--- src/bcgd_pkg.sv ---
package bcgd_pkg;

  localparam int unsigned TimeW  = 32;
  localparam int unsigned MsW    = 16;
  localparam int unsigned MaxW   = 8;
  localparam int unsigned CountW = 9;
  localparam int unsigned CfgIdxW = 2;
  localparam int unsigned CfgDataW = 16;

  // configuration register indexes
  localparam logic [CfgIdxW-1:0] CFG_DEBOUNCE   = 2'd0;
  localparam logic [CfgIdxW-1:0] CFG_LONG_PRESS = 2'd1;
  localparam logic [CfgIdxW-1:0] CFG_DOUBLE     = 2'd2;
  localparam logic [CfgIdxW-1:0] CFG_MAX_MULTI  = 2'd3;

  localparam logic [MsW-1:0]  DebounceRst  = 16'd50;
  localparam logic [MsW-1:0]  LongPressRst = 16'd1000;
  localparam logic [MsW-1:0]  DoubleRst    = 16'd250;
  localparam logic [MaxW-1:0] MaxMultiRst  = 8'd3;

  // sticky event flag bit positions
  localparam int unsigned EV_CLICK  = 0;
  localparam int unsigned EV_DOUBLE = 1;
  localparam int unsigned EV_LONG   = 2;
  localparam int unsigned EV_MULTI  = 3;
  localparam int unsigned EvW       = 4;

  typedef enum logic [2:0] {
    MODE_IDLE      = 3'd0,
    MODE_DEB_PRESS = 3'd1,
    MODE_PRESSED   = 3'd2,
    MODE_WAIT_REL  = 3'd3,
    MODE_DEB_REL   = 3'd4,
    MODE_WAIT_NEXT = 3'd5
  } mode_e;

  typedef struct packed {
    logic [MsW-1:0]  debounce_ms;
    logic [MsW-1:0]  long_press_ms;
    logic [MsW-1:0]  double_click_ms;
    logic [MaxW-1:0] max_multi_clicks;
  } cfg_t;

  typedef struct packed {
    logic             pressed;
    logic [TimeW-1:0] now_ms;
    logic             clear_events;
  } poll_t;

  typedef struct packed {
    logic              is_pressed;
    logic              is_long_press;
    logic [CountW-1:0] click_count;
    logic              click_event;
    logic              double_click_event;
    logic              long_press_event;
    logic              multi_click_event;
  } result_t;

endpackage

--- src/bcgd_poll_if.sv ---
interface bcgd_poll_if;
  logic                       valid;
  logic                       ready;
  logic                       pressed;
  logic [bcgd_pkg::TimeW-1:0] now_ms;
  logic                       clear_events;

  modport source (output valid, output pressed, output now_ms, output clear_events,
                  input ready);
  modport sink (input valid, input pressed, input now_ms, input clear_events,
                output ready);
endinterface

--- src/bcgd_result_if.sv ---
interface bcgd_result_if;
  logic                        valid;
  logic                        ready;
  logic                        is_pressed;
  logic                        is_long_press;
  logic [bcgd_pkg::CountW-1:0] click_count;
  logic                        click_event;
  logic                        double_click_event;
  logic                        long_press_event;
  logic                        multi_click_event;

  modport source (output valid, output is_pressed, output is_long_press,
                  output click_count, output click_event, output double_click_event,
                  output long_press_event, output multi_click_event, input ready);
  modport sink (input valid, input is_pressed, input is_long_press,
                input click_count, input click_event, input double_click_event,
                input long_press_event, input multi_click_event, output ready);
endinterface

--- src/bcgd_cfg.sv ---
module bcgd_cfg (
  input  logic                           clk_i,
  input  logic                           rst_ni,
  input  logic                           cfg_we_i,
  input  logic [bcgd_pkg::CfgIdxW-1:0]   cfg_idx_i,
  input  logic [bcgd_pkg::CfgDataW-1:0]  cfg_wdata_i,
  output bcgd_pkg::cfg_t                 cfg_o
);

  bcgd_pkg::cfg_t cfg_q, cfg_d;

  always_comb begin
    cfg_d = cfg_q;
    if (cfg_we_i) begin
      unique case (cfg_idx_i)
        bcgd_pkg::CFG_DEBOUNCE:   cfg_d.debounce_ms     = cfg_wdata_i;
        bcgd_pkg::CFG_LONG_PRESS: cfg_d.long_press_ms   = cfg_wdata_i;
        bcgd_pkg::CFG_DOUBLE:     cfg_d.double_click_ms = cfg_wdata_i;
        bcgd_pkg::CFG_MAX_MULTI:  cfg_d.max_multi_clicks = cfg_wdata_i[bcgd_pkg::MaxW-1:0];
        default:                  cfg_d = cfg_q;
      endcase
    end
  end

  always_ff @(posedge clk_i or negedge rst_ni) begin
    if (!rst_ni) begin
      cfg_q.debounce_ms      <= bcgd_pkg::DebounceRst;
      cfg_q.long_press_ms    <= bcgd_pkg::LongPressRst;
      cfg_q.double_click_ms  <= bcgd_pkg::DoubleRst;
      cfg_q.max_multi_clicks <= bcgd_pkg::MaxMultiRst;
    end else begin
      cfg_q <= cfg_d;
    end
  end

  assign cfg_o = cfg_q;

endmodule

--- src/bcgd_fsm.sv ---
module bcgd_fsm (
  input  logic              clk_i,
  input  logic              rst_ni,
  input  logic              step_i,
  input  bcgd_pkg::poll_t   poll_i,
  input  bcgd_pkg::cfg_t    cfg_i,
  output bcgd_pkg::result_t result_o
);

  bcgd_pkg::mode_e                 mode_q, mode_d;
  logic [bcgd_pkg::TimeW-1:0]      entered_at_q, entered_at_d;
  logic [bcgd_pkg::TimeW-1:0]      press_at_q, press_at_d;
  logic [bcgd_pkg::TimeW-1:0]      released_at_q, released_at_d;
  logic [bcgd_pkg::CountW-1:0]     clicks_q, clicks_d;
  logic                            held_q, held_d;
  logic                            long_q, long_d;
  logic [bcgd_pkg::EvW-1:0]        ev_q, ev_d;

  logic [bcgd_pkg::TimeW-1:0]      since_enter, since_press, since_release;
  logic                            deb_done, long_done, gap_done;
  logic [bcgd_pkg::CountW-1:0]     clicks_inc;

  // wrap-around elapsed times
  assign since_enter   = poll_i.now_ms - entered_at_q;
  assign since_press   = poll_i.now_ms - press_at_q;
  assign since_release = poll_i.now_ms - released_at_q;
  assign deb_done  = since_enter >= {{(bcgd_pkg::TimeW-bcgd_pkg::MsW){1'b0}}, cfg_i.debounce_ms};
  assign long_done = since_press >= {{(bcgd_pkg::TimeW-bcgd_pkg::MsW){1'b0}}, cfg_i.long_press_ms};
  assign gap_done  = since_release >=
                     {{(bcgd_pkg::TimeW-bcgd_pkg::MsW){1'b0}}, cfg_i.double_click_ms};
  assign clicks_inc = clicks_q + 9'd1;

  always_comb begin
    mode_d        = mode_q;
    entered_at_d  = entered_at_q;
    press_at_d    = press_at_q;
    released_at_d = released_at_q;
    clicks_d      = clicks_q;
    held_d        = held_q;
    long_d        = long_q;
    ev_d          = poll_i.clear_events ? '0 : ev_q;

    unique case (mode_q)
      bcgd_pkg::MODE_DEB_PRESS: begin
        if (deb_done) begin
          entered_at_d = poll_i.now_ms;
          if (poll_i.pressed) begin
            press_at_d = poll_i.now_ms;
            held_d     = 1'b1;
            mode_d     = bcgd_pkg::MODE_PRESSED;
          end else begin
            mode_d = bcgd_pkg::MODE_IDLE;
          end
        end
      end
      bcgd_pkg::MODE_PRESSED: begin
        if (!poll_i.pressed) begin
          mode_d       = bcgd_pkg::MODE_DEB_REL;
          entered_at_d = poll_i.now_ms;
        end else if (long_done) begin
          long_d                 = 1'b1;
          ev_d[bcgd_pkg::EV_LONG] = 1'b1;
          mode_d                 = bcgd_pkg::MODE_WAIT_REL;
          entered_at_d           = poll_i.now_ms;
        end
      end
      bcgd_pkg::MODE_WAIT_REL: begin
        if (!poll_i.pressed) begin
          mode_d       = bcgd_pkg::MODE_DEB_REL;
          entered_at_d = poll_i.now_ms;
        end
      end
      bcgd_pkg::MODE_DEB_REL: begin
        if (deb_done) begin
          held_d        = 1'b0;
          long_d        = 1'b0;
          released_at_d = poll_i.now_ms;
          entered_at_d  = poll_i.now_ms;
          // count above the limit fires multi-click at once
          if (clicks_inc > {1'b0, cfg_i.max_multi_clicks}) begin
            ev_d[bcgd_pkg::EV_MULTI] = 1'b1;
            clicks_d = '0;
            mode_d   = bcgd_pkg::MODE_IDLE;
          end else begin
            clicks_d = clicks_inc;
            mode_d   = bcgd_pkg::MODE_WAIT_NEXT;
          end
        end
      end
      bcgd_pkg::MODE_WAIT_NEXT: begin
        if (poll_i.pressed) begin
          mode_d       = bcgd_pkg::MODE_DEB_PRESS;
          entered_at_d = poll_i.now_ms;
        end else if (gap_done) begin
          case (clicks_q)
            9'd1:    ev_d[bcgd_pkg::EV_CLICK]  = 1'b1;
            9'd2:    ev_d[bcgd_pkg::EV_DOUBLE] = 1'b1;
            9'd3:    ev_d[bcgd_pkg::EV_MULTI]  = 1'b1;
            default: ;
          endcase
          clicks_d     = '0;
          mode_d       = bcgd_pkg::MODE_IDLE;
          entered_at_d = poll_i.now_ms;
        end
      end
      default: begin
        if (poll_i.pressed) begin
          mode_d       = bcgd_pkg::MODE_DEB_PRESS;
          entered_at_d = poll_i.now_ms;
        end
      end
    endcase
  end

  always_ff @(posedge clk_i or negedge rst_ni) begin
    if (!rst_ni) begin
      mode_q        <= bcgd_pkg::MODE_IDLE;
      entered_at_q  <= '0;
      press_at_q    <= '0;
      released_at_q <= '0;
      clicks_q      <= '0;
      held_q        <= 1'b0;
      long_q        <= 1'b0;
      ev_q          <= '0;
    end else if (step_i) begin
      mode_q        <= mode_d;
      entered_at_q  <= entered_at_d;
      press_at_q    <= press_at_d;
      released_at_q <= released_at_d;
      clicks_q      <= clicks_d;
      held_q        <= held_d;
      long_q        <= long_d;
      ev_q          <= ev_d;
    end
  end

  // result word reflects the state after this poll
  assign result_o.is_pressed         = held_d;
  assign result_o.is_long_press      = long_d;
  assign result_o.click_count        = clicks_d;
  assign result_o.click_event        = ev_d[bcgd_pkg::EV_CLICK];
  assign result_o.double_click_event = ev_d[bcgd_pkg::EV_DOUBLE];
  assign result_o.long_press_event   = ev_d[bcgd_pkg::EV_LONG];
  assign result_o.multi_click_event  = ev_d[bcgd_pkg::EV_MULTI];

endmodule

--- src/button_click_gesture_detector_top.sv ---
// Path: an accepted poll word passes through the input register, then the
// result register, to its result word. Throughput: one poll word per cycle unless the
// sink stalls; the gesture state updates as a word moves from the input register to the
// result register, so back-to-back polls see each other's effect.
// Reset: asynchronous, active low; clears the gesture state, the sticky flags, both
// register valids, and loads the configuration defaults (50, 1000, 250, 3).
module button_click_gesture_detector_top (
  input  logic                          clk_i,
  input  logic                          rst_ni,
  input  logic                          cfg_we_i,
  input  logic [bcgd_pkg::CfgIdxW-1:0]  cfg_idx_i,
  input  logic [bcgd_pkg::CfgDataW-1:0] cfg_wdata_i,
  bcgd_poll_if.sink                     poll_i,
  bcgd_result_if.source                 result_o
);

  bcgd_pkg::cfg_t    cfg;
  bcgd_pkg::poll_t   poll_q;
  bcgd_pkg::result_t step_res;
  bcgd_pkg::result_t res_q;
  logic              in_vld_q;
  logic              out_vld_q;
  logic              out_free;
  logic              step;
  logic              accept;

  assign out_free = !out_vld_q || result_o.ready;
  assign step     = in_vld_q && out_free;
  assign poll_i.ready = !in_vld_q || step;
  assign accept   = poll_i.valid && poll_i.ready;

  bcgd_cfg u_cfg (
    .clk_i       (clk_i),
    .rst_ni      (rst_ni),
    .cfg_we_i    (cfg_we_i),
    .cfg_idx_i   (cfg_idx_i),
    .cfg_wdata_i (cfg_wdata_i),
    .cfg_o       (cfg)
  );

  bcgd_fsm u_fsm (
    .clk_i    (clk_i),
    .rst_ni   (rst_ni),
    .step_i   (step),
    .poll_i   (poll_q),
    .cfg_i    (cfg),
    .result_o (step_res)
  );

  always_ff @(posedge clk_i or negedge rst_ni) begin
    if (!rst_ni) begin
      in_vld_q  <= 1'b0;
      out_vld_q <= 1'b0;
    end else begin
      if (accept) begin
        in_vld_q <= 1'b1;
      end else if (step) begin
        in_vld_q <= 1'b0;
      end
      if (step) begin
        out_vld_q <= 1'b1;
      end else if (result_o.ready) begin
        out_vld_q <= 1'b0;
      end
    end
  end

  always_ff @(posedge clk_i) begin
    if (accept) begin
      poll_q.pressed      <= poll_i.pressed;
      poll_q.now_ms       <= poll_i.now_ms;
      poll_q.clear_events <= poll_i.clear_events;
    end
    // hold the result word while the sink stalls
    if (step) begin
      res_q <= step_res;
    end
  end

  assign result_o.valid              = out_vld_q;
  assign result_o.is_pressed         = res_q.is_pressed;
  assign result_o.is_long_press      = res_q.is_long_press;
  assign result_o.click_count        = res_q.click_count;
  assign result_o.click_event        = res_q.click_event;
  assign result_o.double_click_event = res_q.double_click_event;
  assign result_o.long_press_event   = res_q.long_press_event;
  assign result_o.multi_click_event  = res_q.multi_click_event;

endmodule

--- src/flat_wrapper.sv ---
// flat-port wrapper written by rule: the top's interface ports become plain ports
module button_click_gesture_detector_top_flat 
  (clk_i, rst_ni, cfg_we_i, cfg_idx_i, cfg_wdata_i, poll_i_valid, poll_i_pressed, poll_i_now_ms, poll_i_clear_events, poll_i_ready, result_o_valid, result_o_is_pressed, result_o_is_long_press, result_o_click_count, result_o_click_event, result_o_double_click_event, result_o_long_press_event, result_o_multi_click_event, result_o_ready);
  bcgd_poll_if poll_i_i ();
  bcgd_result_if result_o_i ();
  input  logic clk_i;
  input  logic rst_ni;
  input  logic cfg_we_i;
  input  logic [bcgd_pkg::CfgIdxW-1:0] cfg_idx_i;
  input  logic [bcgd_pkg::CfgDataW-1:0] cfg_wdata_i;
  input wire logic [$bits(poll_i_i.valid)-1:0] poll_i_valid;
  input wire logic [$bits(poll_i_i.pressed)-1:0] poll_i_pressed;
  input wire logic [$bits(poll_i_i.now_ms)-1:0] poll_i_now_ms;
  input wire logic [$bits(poll_i_i.clear_events)-1:0] poll_i_clear_events;
  output wire logic [$bits(poll_i_i.ready)-1:0] poll_i_ready;
  output wire logic [$bits(result_o_i.valid)-1:0] result_o_valid;
  output wire logic [$bits(result_o_i.is_pressed)-1:0] result_o_is_pressed;
  output wire logic [$bits(result_o_i.is_long_press)-1:0] result_o_is_long_press;
  output wire logic [$bits(result_o_i.click_count)-1:0] result_o_click_count;
  output wire logic [$bits(result_o_i.click_event)-1:0] result_o_click_event;
  output wire logic [$bits(result_o_i.double_click_event)-1:0] result_o_double_click_event;
  output wire logic [$bits(result_o_i.long_press_event)-1:0] result_o_long_press_event;
  output wire logic [$bits(result_o_i.multi_click_event)-1:0] result_o_multi_click_event;
  input wire logic [$bits(result_o_i.ready)-1:0] result_o_ready;
  assign poll_i_i.valid = poll_i_valid;
  assign poll_i_i.pressed = poll_i_pressed;
  assign poll_i_i.now_ms = poll_i_now_ms;
  assign poll_i_i.clear_events = poll_i_clear_events;
  assign poll_i_ready = poll_i_i.ready;
  assign result_o_valid = result_o_i.valid;
  assign result_o_is_pressed = result_o_i.is_pressed;
  assign result_o_is_long_press = result_o_i.is_long_press;
  assign result_o_click_count = result_o_i.click_count;
  assign result_o_click_event = result_o_i.click_event;
  assign result_o_double_click_event = result_o_i.double_click_event;
  assign result_o_long_press_event = result_o_i.long_press_event;
  assign result_o_multi_click_event = result_o_i.multi_click_event;
  assign result_o_i.ready = result_o_ready;
  button_click_gesture_detector_top u_core (.clk_i(clk_i), .rst_ni(rst_ni), .cfg_we_i(cfg_we_i), .cfg_idx_i(cfg_idx_i), .cfg_wdata_i(cfg_wdata_i), .poll_i(poll_i_i), .result_o(result_o_i));
endmodule
--- config.mk ---
export PLATFORM = sky130hd
export DESIGN_NAME = button_click_gesture_detector_top_flat
export DESIGN_NICKNAME = d
export VERILOG_FILES = /design/src/bcgd_pkg.sv /design/src/bcgd_poll_if.sv /design/src/bcgd_result_if.sv /design/src/bcgd_cfg.sv /design/src/bcgd_fsm.sv /design/src/button_click_gesture_detector_top.sv /design/src/flat_wrapper.sv
export SDC_FILE = /design/constraint.sdc
export NUM_CORES = 1
export LEC_CHECK = 0
export ABC_AREA = 1
export BUFFER_PORTS_ARGS = -buffer_cell sky130_fd_sc_hd__buf_2
export CORE_UTILIZATION = 36
export CTS_CLUSTER_DIAMETER = 80
export DETAILED_ROUTE_END_ITERATION = 10
export HOLD_SLACK_MARGIN = 0.1
export PLACE_DENSITY = 0.55
export SYNTH_ARGS = -nofsm -noshare
export SYNTH_HDL_FRONTEND = slang
export SYNTH_SLANG_ARGS = --single-unit
--- constraint.sdc ---
create_clock -name clk_i -period 3.1 [get_ports clk_i]
set_input_delay 0.465 -clock clk_i [delete_from_list [all_inputs] [get_ports clk_i]]
set_output_delay 0.465 -clock clk_i [all_outputs]
set_load 0.01 [all_outputs]
# == Yosys cells after proc, flatten, opt, wreduce, memory -nomap -nowiden ==
# Cells that the tools add are included.
# classes
add_sub_neg,4
mul,0
div_mod_pow,0
order_cmp,4
n_eq_ne,17
shift,0
muxes,51
bitwise_logic,0
reduce_logical,20
# ops
cell,count
$mux W32,7
$pmux W32 S4,1
$ge A32 B16 Y1,3
$sub A32 B32 Y32,3
$mux W9,4
$mux W3,9
$mux W1,20
$eq A9 B2 Y1 const B,2
$pmux W9 S2,1
$pmux W3 S5,1
$add A9 B1 Y9 const B,1
$eq A9 B1 Y1 const B,1
$gt A9 B8 Y1,1
$mux W2,4
$reduce_and A2 Y1,4
$reduce_and A7 Y1,1
$eq A3 B2 Y1 const B,2
$eq A3 B3 Y1 const B,2
$ne A2 B2 Y1 const B,3
$pmux W1 S2,3
$reduce_and A6 Y1,1
$reduce_bool A6 Y1,1
$reduce_bool A5 Y1,1
$eq A2 B2 Y1 const B,2
other kinds (14),18
# totals
reg_bits,221
latch_bits,0
ram_bits,0
mem_bits_ro,0
in_bits,57
output_inout_bits,17
word_cells,120
mem_count,0

# == Logic depth before layout (Yosys ltp) ==
# depth
depth_word,6
ltp_mapped,29
ltp_nobuf,28

# == Modules after synthesis ==
# From an unflattened synthesis, not the netlist that was laid out.
# hier_totals
cells_unflattened,2585
hier_area_um2,17544.3
# by_module_without_submodules
module,instances,cells_per_inst,area_per_inst_um2,seq_area_each_um2
bcgd_fsm,1,2275,13671.9,2852.7
bcgd_cfg,1,249,2306.0,1422.6
button_click_gesture_detector_top,1,61,1566.5,1521.5

# == Worst setup path before layout ==
# OpenSTA, ideal clock, no wires.
# synth_path
path_type,register -> register
startpoint,reg u_core.poll_q[1] (netlist bit)
endpoint,"reg u_core.res_q, in the netlist u_core.result_o.click_count[2] (data pin)"
t_arrival_ns,3.167
path_slack_ns,-0.333
stages_incl_launch_ff,26
n_path_buf,1
path_cell_list,edfxtp_1 inv_1 ha_1 inv_1 fa_1 nand2_1 nand2_1 nand3_1 nand2_1 nand2_1 nand2_1 xor2_1 ha_1 nand2_1 nor2_1 a211oi_1 nand3_1 nor2_1 nand2_1 nor2_4 nand2_2 buf_2 nand3_1 nand2_1 inv_1 nand3_1
# synth_rtl
item,line_no,source
start: declaration,button_click_gesture_detector_top.sv:18,bcgd_pkg::poll_t poll_q;
end signal: assignment,button_click_gesture_detector_top.sv:76,res_q <= step_res;
end: declaration,button_click_gesture_detector_top.sv:20,bcgd_pkg::result_t res_q;

# == Worst setup path in the final report ==
# layout_path
startpoint,reg u_core.poll_q[4] (netlist bit)
endpoint,reg u_core.u_fsm.released_at_q[27] (netlist bit)
# layout_between
elab_chain_len,3
# layout_rtl
item,line_no,source
$sub A32 B32 Y32,bcgd_fsm.sv:24,assign since_enter = poll_i.now_ms - entered_at_q;
$ge A32 B16 Y1,bcgd_fsm.sv:27,"assign deb_done = since_enter >= {{(bcgd_pkg::TimeW-bcgd_pkg::MsW){1'b0}}, cfg_i.debounce_ms};"
$reduce_and A3 Y1 (no line),n/a,
end signal: assignment,bcgd_fsm.sv:129,released_at_q <= released_at_d;
end: declaration,bcgd_fsm.sv:13,"logic [bcgd_pkg::TimeW-1:0] released_at_q, released_at_d;"
# Every way passes these cells.
# A chain may end at the register's enable or synchronous reset.

==> metrics.cfg <==
[cells_and_area]
area_growth_pct = 38.50
drive_gt1_share_pct = 23.77
layoutNonFillerInstCount = 3875
final_area_um2 = 24530
n_antenna_cell = 0
nets = 3409

[placed_design]
place_congestion = 0.9481
post-place-ws_ps = -799.4
dp_hpwl_mm = 48.07
dp_cells = 3748
place_area_um2 = 21730
io_buffers = 73

[yosys]
synthesis.nets = 2906
synth.area.top_cells = dfrtp_1 (22%), nand2_1 (20%), inv_1 (11%)
ys_seq_area_share_pct = 32.73
yosysTopAreaCellShare_pct = 21.90
synth_seq_cells = 221
synth_cell_types = 48
synth_cells = 2694
ys_warn_count = 0
syn_avg_cell_area_um2 = 6.574
async_flop_share_pct = 77.83
yosys.area.top_type = dfrtp_1
synth.cell_area_um2 = 17710
synth_ff_type = dfrtp_1
synth_edf_count = 49

[hold_path]
hold_start = poll_i_now_ms[1]
hp-class = in2reg
min_to = u_core.poll_q[2]$_DFFE_PP_
min_path_cells = 1

[setup_path]
cp.arrival_ps = 4290
r2r-end = u_core.u_fsm.released_at_q[27]$_DFFE_PN0P_
reg2reg_slack_ps = -690
worstPathMaxFanout = 8
crit_required_ps = 3590
worst_setup_path_end_kind = flip-flop
r2r_start = u_core.poll_q[4]$_DFFE_PP_
reg2reg_depth = 25
critPathMostFrequentCell = nand2_4
path_buf_inv = 3
slowest_delay_ps = 510
startpoint = u_core.poll_q[4]$_DFFE_PP_
cpMaxStageDelayCell = edfxtp_1
crit_family = simple AND/OR/NAND/NOR gates
critPathLaunchType = flip-flop
path_class = reg2reg

[clocking]
ctsHtreeMaxLevel = 1
cts.path.max_buffers = 3
clockRootBuffer = clkbuf_16
cts_tree = built
clock_latency_ps = 570
cts.sinks = 221
numCtsBuffers = 28
clk_pin_slew_ps = 60

[route]
num_vias = 18580
drc_errors = 0
firstDrtPassIters = 5
via_per_inst = 4.794
postRouteAntennaNets = 0
wl_per_cell_um = 15.90
drt_iter0_drc = 1307
routed_wl_mm = 61.61

[die]
die_x_um = 223.8
std_cell_rows = 80
core_um2 = 48150
floorplan.initialDensity_pct = 36.79
die_area_um2 = 50090
num_io_pins = 74
die_h_um = 223.8

[grt]
antenna_found_initial = 0
grt_usage_pct = 24.00
grt_pass1_vias = 18180
overflow = 0
grt_max_degree = 61
grt_pass1_wl_mm = 94.29

[flow_run]
drv_cap = 0

[sta]
max_freq_mhz = 263.6
setup_slack_ps = -694.1
worst_slew_pin_slew_ps = 761.3
min_period_over_period_pct = 122.4
hold_viol_final = 0
finalMaxSlewViolations = 0
fin_crit_ps = 3794
setup_viol_count_final = 129
skew_ps = 17.64
slew_headroom_pct = 49.25
rsz0062_at_grt = true

[power_and_ir_drop]
p_leak_nw = 13.38
peakVddDrop_mv = 0.5353
powerDensity_nw_per_um2 = 1016

[status]
violations = setup timing
outcome = complete, but fails checks

-- cell families after synthesis --
kind of cell / Yosys count / synth area share (%)
buffers and inverters: 562 / 12.12
AO/OA/AOI/OAI: 269 / 7.969
XOR/XNOR: 50 / 2.473
adder cells (fa/ha/maj): 155 / 11.08
AND/OR/NAND/NOR: 1437 / 33.63
flip-flops: 221 / 32.73
-- sequential cells by signal, summed over array words and instances (netlist names) --
register / cells
u_core.result_o.valid: 1
u_core.u_fsm.held_q: 1
u_core.u_fsm.long_q: 1
u_core.result_o.is_long_press: 1
u_core.u_fsm.released_at_q: 32
u_core.poll_q: 34
u_core.result_o.click_event: 1
u_core.u_cfg.cfg_o: 56
u_core.u_fsm.ev_q: 4
u_core.result_o.click_count: 9
u_core.u_fsm.mode_q: 3
u_core.in_vld_q: 1
u_core.result_o.long_press_event: 1
u_core.u_fsm.press_at_q: 32
u_core.result_o.double_click_event: 1
u_core.result_o.is_pressed: 1
u_core.u_fsm.entered_at_q: 32
u_core.u_fsm.clicks_q: 9
u_core.result_o.multi_click_event: 1
-- synthesized netlist by cell type (5+ instances only) --
cell type and number:
buf_4 5, nor3_1 23, clkbuf_1 21, dfrtp_1 155, inv_1 513, o21ai_0 120, and2_1 10, a21oi_1 122
dfstp_2 17, nor2_1 217, nand3b_1 15, buf_2 15, nand2_1 952, nand3_1 120, ha_1 152, xor2_1 46
edfxtp_1 49, nand4_1 73, a21o_1 6, a211oi_1 7
-- area by class of cell --
type,count,area [um^2]
Clock buffer,39,803.3
Clock inverter,13,178.9
Fill cell,4774,23620
Inverter,520,1954
Multi-Input combinational cell,1911,10840
Sequential cell,221,5797
Tap cell,656,820.8
Timing Repair Buffer,515,4136
-- worst reg2reg max path, stage by stage, from the launching register on --
cell       delay (ps)
edfxtp_1          510
buf_6             190
ha_4              290
nand2_4            80
nor2_4             80
nand3_2            80
nand2_4           130
nand2_4            70
nand2_4            80
xor2_2            210
ha_1              310
nand2_2           100
nor2_1             50
a211oi_2          160
nand2_2            90
nand2_2            90
nand3_2            60
nor2_1             90
nand2_1            90
nor2_4            170
nand2_4           130
nand3_4           110
buf_12            160
clkbuf_16         210
nor2_1             50
a21oi_1           130
-- layout by cell type (no fill, tap or decap), drive strengths merged, types with 3 or more instances in the layout --
cell type | netlist | final
a211oi | 7 | 7
a21o | 6 | 6
a21oi | 122 | 122
and2 | 10 | 10
and3 | 4 | 4
buf | 21 | 477
bufinv | 0 | 4
clkbuf | 21 | 43
clkinv | 4 | 11
dfrtp | 155 | 155
dfstp | 17 | 17
dlygate4sd3 | 0 | 34
edfxtp | 49 | 49
fa | 3 | 3
ha | 152 | 152
inv | 516 | 518
nand2 | 953 | 953
nand3 | 124 | 124
nand3b | 15 | 15
nand4 | 73 | 73
nor2 | 225 | 225
nor3 | 25 | 25
o21a | 3 | 3
o21ai | 121 | 121
o21bai | 3 | 3
or2 | 3 | 3
xnor2 | 4 | 4
xor2 | 46 | 46
-- metrics by stage --
stage	hold WS [ps]	total power, mW	TNS [ps]	util (%)
6_report	141.6	24.93	-78250	50.95
5_1_grt	141.0	27.10	-100830	50.95
4_1_cts	120.7	23.78	-69550	48.78
3_3_place_gp	433.1	19.53	-83310	45.14
2_1_floorplan	169.4	13.33	-5929	-
3_5_place_dp	437.6	19.76	-93470	45.14
-- worst max path at each step --
| stage | to | slack [ps] | cells after the start |
|---|---|---|---|
| 2_1_floorplan | u_core.u_fsm.mode_q[2]$_DFFE_PN0P_ | -110 | 27 |
| 3_3_place_gp | u_core.result_o.click_count[5]$_DFFE_PP_ | -740 | 25 |
| 3_5_place_dp | u_core.u_fsm.released_at_q[27]$_DFFE_PN0P_ | -800 | 22 |
| 4_1_cts | u_core.u_fsm.released_at_q[13]$_DFFE_PN0P_ | -590 | 24 |
| 5_1_grt | u_core.u_fsm.released_at_q[22]$_DFFE_PN0P_ | -860 | 25 |
| 6_report | u_core.u_fsm.released_at_q[27]$_DFFE_PN0P_ | -690 | 25 |
-- where the power goes --
group          total [mW]  switching, mW  leakage [nW]  internal (mW)
registers            4.29          0.409          2.53           3.89
clock network        3.49           1.35         0.481           2.14
logic                17.1           9.64          10.4           7.51
total                24.9           11.4          13.4           13.5
-- timing repair --
item                       CTS  global route
pin swaps                    4            39
cloned                       2             5
hold buffers                34             0
hold endpoints to repair    70             0
buffers inserted            11            25
setup endpoints to repair  129           129
gates resized for setup     60           188
-- layer usage --
metal / wire [um] / track usage [%] / share of wire (%) / up-vias
li1: - / - / - / 9405
met1: 27740 / 30.77 / 45 / 8700
met2: 30060 / 42.47 / 49 / 371
met3: 1980 / 2.164 / 3.2 / 102
met4: 1833 / 7.490 / 3.0 / 0
met5: 0 / 0 / 0 / -
No activity file was read; power rests on OpenSTA's default activity.
